===== src/rcg_pkg.sv =====
// Shared constants, register map and types for the rotated checkerboard color generator.
// Used by the top level, the floor divider and the port checker; depends on nothing.
package rcg_pkg;

    localparam int COORD_WIDTH_DEF = 16;
    localparam int MAX_COLORS_DEF  = 8;

    localparam int CELL_W     = 13;  // cell size, unsigned Q9.4
    localparam int TRIG_W     = 16;  // cosine and sine, signed Q1.14
    localparam int CELL_SHIFT = 10;  // aligns Q.14 products to the Q.4 cell size
    localparam int COUNT_W    = 4;
    localparam int IDX_W      = 3;
    localparam int CHAN_W     = 8;
    localparam int COLOR_W    = 3 * CHAN_W;
    localparam int PAIR_W     = 2 * COLOR_W;
    localparam int NUM_PAIRS  = 4;
    localparam int NUM_AXES   = 2;
    localparam int MOD_STEP   = 8;   // sum bits folded into the remainder per stage

    localparam int PADDR_W = 6;
    localparam int PDATA_W = 64;
    localparam int REG_LSB = 3;      // registers sit on 8-byte boundaries

    localparam int MIN_COUNT     = 2;
    localparam int DEFAULT_COUNT = 3;

    localparam logic [CELL_W-1:0]  RST_CELL_SIZE = CELL_W'(800);
    localparam logic [2*TRIG_W-1:0] RST_COS_SIN  = (2*TRIG_W)'(16384);
    localparam logic [COUNT_W-1:0] RST_COUNT     = COUNT_W'(DEFAULT_COUNT);
    localparam logic [CHAN_W-1:0]  RST_ALPHA     = CHAN_W'(255);

    typedef enum logic [PADDR_W-REG_LSB-1:0] {
        REG_CELL_SIZE  = 3'd0,
        REG_COS_SIN    = 3'd1,
        REG_PAL_COUNT  = 3'd2,
        REG_FILL_ALPHA = 3'd3,
        REG_PAIR_A     = 3'd4,
        REG_PAIR_B     = 3'd5,
        REG_PAIR_C     = 3'd6,
        REG_PAIR_D     = 3'd7
    } t_reg_idx;

endpackage


===== src/rcg_floor_div.sv =====
// Pipelined floor divider for the two rotated axes: one quotient bit per stage.
// Returns |floor(num / den)| for each axis; depends on rcg_pkg.
module rcg_floor_div
    import rcg_pkg::*;
#(
    parameter int NUM_W = COORD_WIDTH_DEF + 7
) (
    input  logic              i_clk,
    input  logic              i_rst_n,
    input  logic              i_en,
    input  logic              i_valid,
    input  logic [NUM_W-1:0]  i_num [NUM_AXES],
    input  logic [CELL_W-1:0] i_den,
    output logic              o_valid,
    output logic [NUM_W-1:0]  o_quot [NUM_AXES]
);

    localparam int QW  = NUM_W - 1;
    localparam int NST = QW + 1;

    logic [QW-1:0]     r_acc [NUM_AXES][NST];
    logic [QW-1:0]     n_acc [NUM_AXES][NST];
    logic [CELL_W-1:0] r_rem [NUM_AXES][NST-1];
    logic [CELL_W-1:0] n_rem [NUM_AXES][NST-1];
    logic              r_neg [NUM_AXES][NST];
    logic              n_neg [NUM_AXES][NST];
    logic [NST:0]      r_vld;
    logic [NUM_W-1:0]  r_quot [NUM_AXES];

    // A negative numerator n is divided as ~n = -n-1; its floor magnitude is then
    // the quotient of ~n plus one, added at the output stage.
    always_comb begin
        logic [CELL_W:0] v_t;
        logic [CELL_W:0] v_d;
        logic            v_ge;
        for (int l = 0; l < NUM_AXES; l++) begin
            n_acc[l][0] = i_num[l][NUM_W-1] ? ~i_num[l][QW-1:0] : i_num[l][QW-1:0];
            n_neg[l][0] = i_num[l][NUM_W-1];
            n_rem[l][0] = '0;
            for (int j = 1; j < NST; j++) begin
                v_t  = {r_rem[l][j-1], r_acc[l][j-1][QW-1]};
                v_d  = v_t - {1'b0, i_den};
                v_ge = (v_t >= {1'b0, i_den});
                n_acc[l][j] = {r_acc[l][j-1][QW-2:0], v_ge};
                n_neg[l][j] = r_neg[l][j-1];
                if (j < NST - 1) begin
                    n_rem[l][j] = v_ge ? v_d[CELL_W-1:0] : v_t[CELL_W-1:0];
                end
            end
        end
    end

    always_ff @(posedge i_clk) begin
        if (!i_rst_n) begin
            r_vld <= '0;
        end else if (i_en) begin
            r_vld <= {r_vld[NST-1:0], i_valid};
        end
    end

    always_ff @(posedge i_clk) begin
        if (i_en) begin
            r_acc <= n_acc;
            r_rem <= n_rem;
            r_neg <= n_neg;
            for (int l = 0; l < NUM_AXES; l++) begin
                r_quot[l] <= {1'b0, r_acc[l][NST-1]} + NUM_W'(r_neg[l][NST-1]);
            end
        end
    end

    assign o_valid = r_vld[NST];
    assign o_quot  = r_quot;

endmodule


===== config.mk =====
export PLATFORM = sky130hd
export DESIGN_NAME = rcg_floor_div
export DESIGN_NICKNAME = d
export VERILOG_FILES = /design/src/rcg_pkg.sv /design/src/rcg_floor_div.sv
export SDC_FILE = /design/constraint.sdc
export NUM_CORES = 2
export LEC_CHECK = 0
export ABC_AREA = 1
export BUFFER_PORTS_ARGS = -buffer_cell sky130_fd_sc_hd__buf_2
export CORE_MARGIN = 2
export CORE_UTILIZATION = 40
export CTS_BUF_LIST = sky130_fd_sc_hd__clkbuf_4 sky130_fd_sc_hd__clkbuf_8
export DETAILED_ROUTE_END_ITERATION = 10
export PLACE_DENSITY = 0.56
export SYNTH_ARGS = -nofsm -noshare
export SYNTH_HDL_FRONTEND = slang
export SYNTH_SLANG_ARGS = --single-unit

===== constraint.sdc =====
create_clock -name i_clk -period 3 [get_ports i_clk]
set_input_delay 0.3 -clock i_clk [delete_from_list [all_inputs] [get_ports i_clk]]
set_output_delay 0.3 -clock i_clk [all_outputs]
set_load 0.005 [all_outputs]

==> out/qor.yml <==
outcome: "finished, final reports clean"
seqPwrFrac_pct: 36.7
peakVddDrop_mv: 0.419
yosys.area_share.simple_pct: 24.6
placedInstanceArea_sq_um: 101000
port_buffers: 109
switching_share_pct: 39.7
die_area_sq_um: 243000
max_cap_violations: 0
ys.flop_type: "edfxtp_1"
clock_power_share_pct: 21.6
clockBufferDepth: 4
finalWorstSetupSlack_ps: 335
critPathTopFamily: "buffers and inverters"
ys_ff_latch: 1674
cts_setup_buffers: 0
synth_top_family_by_area: "simple AND/OR/NAND/NOR gates"
final_antenna_net_count: 0
cts_made_buffers: 311
syn_area_sq_um: 95800
cp_slowest_cell: "dlygate4sd3_1"
dr_total_vias: 67800
yosysSeqAreaShare_pct: 52.2
final_nets: 11400
slew_headroom_pct: 47.9
tritoncts: "built"
clk-insertion-delay-late_ps: 1070
fin_crit_sh_pct: 88.8
track_usage_pct: 18.8
fin_crit_ps: 2670
ys_warn_count: 0
initial_core_util_pct: 40.2
r2r_start: "r_acc[1011]"
first_pass_iters: 6
drtIter0Drc: 4320
crit_arrival_ps: 3470
synthXorXnorAreaFrac_pct: 3.07
hpwlAfterDp_mm: 168
place_ws_ps: 229
row_count: 179
final_area_sq_um: 108000
synth_area_per_cell_sq_um: 9.45
power_switching_mw: 38.9
setup_tns_ps: 0
hold_class: "input pin to flop"
p_int_mw: 58.9
worst_slew_pin_slew_ps: 781
grt_pass1_wl_mm: 362
p_per_area_nw_per_um2: 903
dieHeight_um: 493
hold_violations: 0
startpoint_type: "flop"
clk_pin_slew_ps: 50
cp_cell_sequence: "inv_1 -> ha_1 -> nand4_1 -> dlygate4sd3_1 -> nand2_1 -> inv_1 -> a21oi_1 -> dlygate4sd3_1"
cts_root_buffer: "clkbuf_8"
fp.dieW_um: 493
routed_wl_mm: 230
crit_path_max_fanout: 12
drc_errors: 0
synth_edf_count: 1650
combPwrFrac_pct: 41.7
grt_pass1_vias: 66600
antenna_found_initial: 6
muxShareOfSynthArea_pct: 0
rsz0062_at_grt: "false"
finalClockSkew_ps: 82.0
coreArea_sq_um: 238000
wire_per_inst_um: 16.3
worstPathRequired_ps: 3810
leakage_nw: 50.4
io_pins: 110
clkSinkCount: 1674
drive_gt1_share_pct: 13.4
synth_fa_ha_area_share_pct: 8.07
max_freq_mhz: 375
max_stage_delay_ps: 570
area_growth_pct: 13.0
synthArstFlopShare_pct: 0
grt_max_degree: 129
place.gp.congestion: 0.943
synth_fp_nets: 10800
critPathCaptureType: "flop"
crit_type: "flop to flop"
synth_compound_area_share_pct: 3.47
crit_path_start: "r_acc[1011]"
setup_viol: 0
syn_inst: 10100
fin_total_pwr_mw: 97.7
synth_cell_types: 40
viasPerCell: 4.81
hold_start: "i_num[37]"
globalRouteOverflowTotal: 0
drv_slew: 0
cp_num_buf_inv: 4
h-tree-depth: 5
==> stage by stage <==
step | hold slack (ps) | instances | utilization (%)
6_report | 126 | 14100 | 45.5
5_1_grt | 49.3 | 14100 | 45.5
4_1_cts | 1.27 | 14100 | 45.5
3_5_place_dp | 405 | 13500 | 42.5
3_3_place_gp | 400 | 13500 | 42.5
2_1_floorplan | 399 | 10100 | -
==> layer usage <==
metal / GRT usage [%] / wire (um) / up-vias
met1: 25.5 / 108000 / 31500
met5: 0 / 0 / -
li1: - / - / 34500
met3: 2.83 / 9320 / 423
met2: 30.5 / 106000 / 1410
met4: 6.52 / 7120 / 0
==> state kept, by name, indices dropped and copies added (netlist names) <==
signal  flops
n_acc     924
r_rem     546
r_acc      88
o_quot     46
n_neg      44
r_vld      24
r_neg       2
==> synth_stat cells, types with 3 or more instances <==
master	n	share of area [%]
nand2_1	3125	12
inv_1	1809	7.1
edfxtp_1	1650	52
ha_1	554	7.2
nand3_1	498	2.6
nand4_1	451	2.9
nor2_1	388	1.5
xor2_1	274	2.5
nand3_2	195	2.0
a21oi_1	170	0.89
o21ai_1	155	0.81
nand2_2	147	0.96
nor2_2	83	0.54
o21ai_2	83	0.76
buf_6	74	0.87
o21ai_0	63	0.33
xnor2_1	62	0.57
nor2_4	61	0.72
inv_2	52	0.20
fa_1	40	0.84
a21oi_4	38	0.65
nand3_4	30	0.55
dfxtp_1	24	0.50
nor3_1	20	0.10
buf_4	17	0.13
buf_2	16	0.084
nand2_4	12	0.14
and2_2	11	0.086
clkbuf_1	8	0.031
and2_1	6	0.039
buf_8	6	0.094
nor4_1	4	0.026
buf_12	3	0.063
==> path summary, 6_finish.rpt <==
kind	endpoint	slack, ps	cells past startpoint
max	r_rem[549]	330	8
min	n_acc[983]	130	3
max reg2reg	r_rem[549]	330	8
min reg2reg	n_acc[439]	370	0
==> placed cells by master (no fill, tap or decap), types with 147 or more instances in the layout <==
cell / instances
nand4_1: 451
ha_1: 554
inv_1: 1798
nand3_1: 498
edfxtp_1: 1650
nor2_1: 388
o21ai_1: 155
a21oi_1: 170
nand2_2: 147
clkbuf_8: 312
nand3_2: 195
nand2_1: 3125
xor2_1: 274
==> power groups by stage <==
stage,Combinational (mW),Clock [mW],Sequential [mW]
floorplan,32.1,0,34.3
finish,40.8,21.1,35.8
CTS,40.8,22.0,35.8
global route,46.6,23.0,36.2
global placement,40.0,0,36.3
detailed placement,40.4,0,36.2
==> worst register-to-register path: stages (launching register included) <==
cell and delay, ps:
edfxtp_1 380, inv_1 120, ha_1 270, nand4_1 110, dlygate4sd3_1 550, nand2_1 70
inv_1 280, a21oi_1 60, dlygate4sd3_1 570
==> cells by family after synthesis <==
family          count (synthesis)
flops                        1674
buf+inv                      1986
xor+xnor                      336
simple gates                 5036
compound gates                514
fa+ha+maj                     594
==> area by class of cell <==
class | instances | area (sq um)
Timing Repair Buffer | 389 | 3840
Clock inverter | 152 | 1060
Inverter | 1861 | 6990
Fill cell | 22700 | 130000
Tap cell | 3167 | 3960
Antenna cell | 3 | 7.51
Multi-Input combinational cell | 6480 | 37600
Clock buffer | 386 | 4850
Sequential cell | 1674 | 50000
==> what timing repair did <==
| item | 4_1_cts | 5_1_grt |
|---|---|---|
| gates resized for setup | 0 | 0 |
| endpoints found under the setup margin | 0 | 0 |
| hold endpoints to repair | 761 | 0 |
| hold buffers | 113 | 0 |
Note: power is estimated with default switching activity, not from simulation.
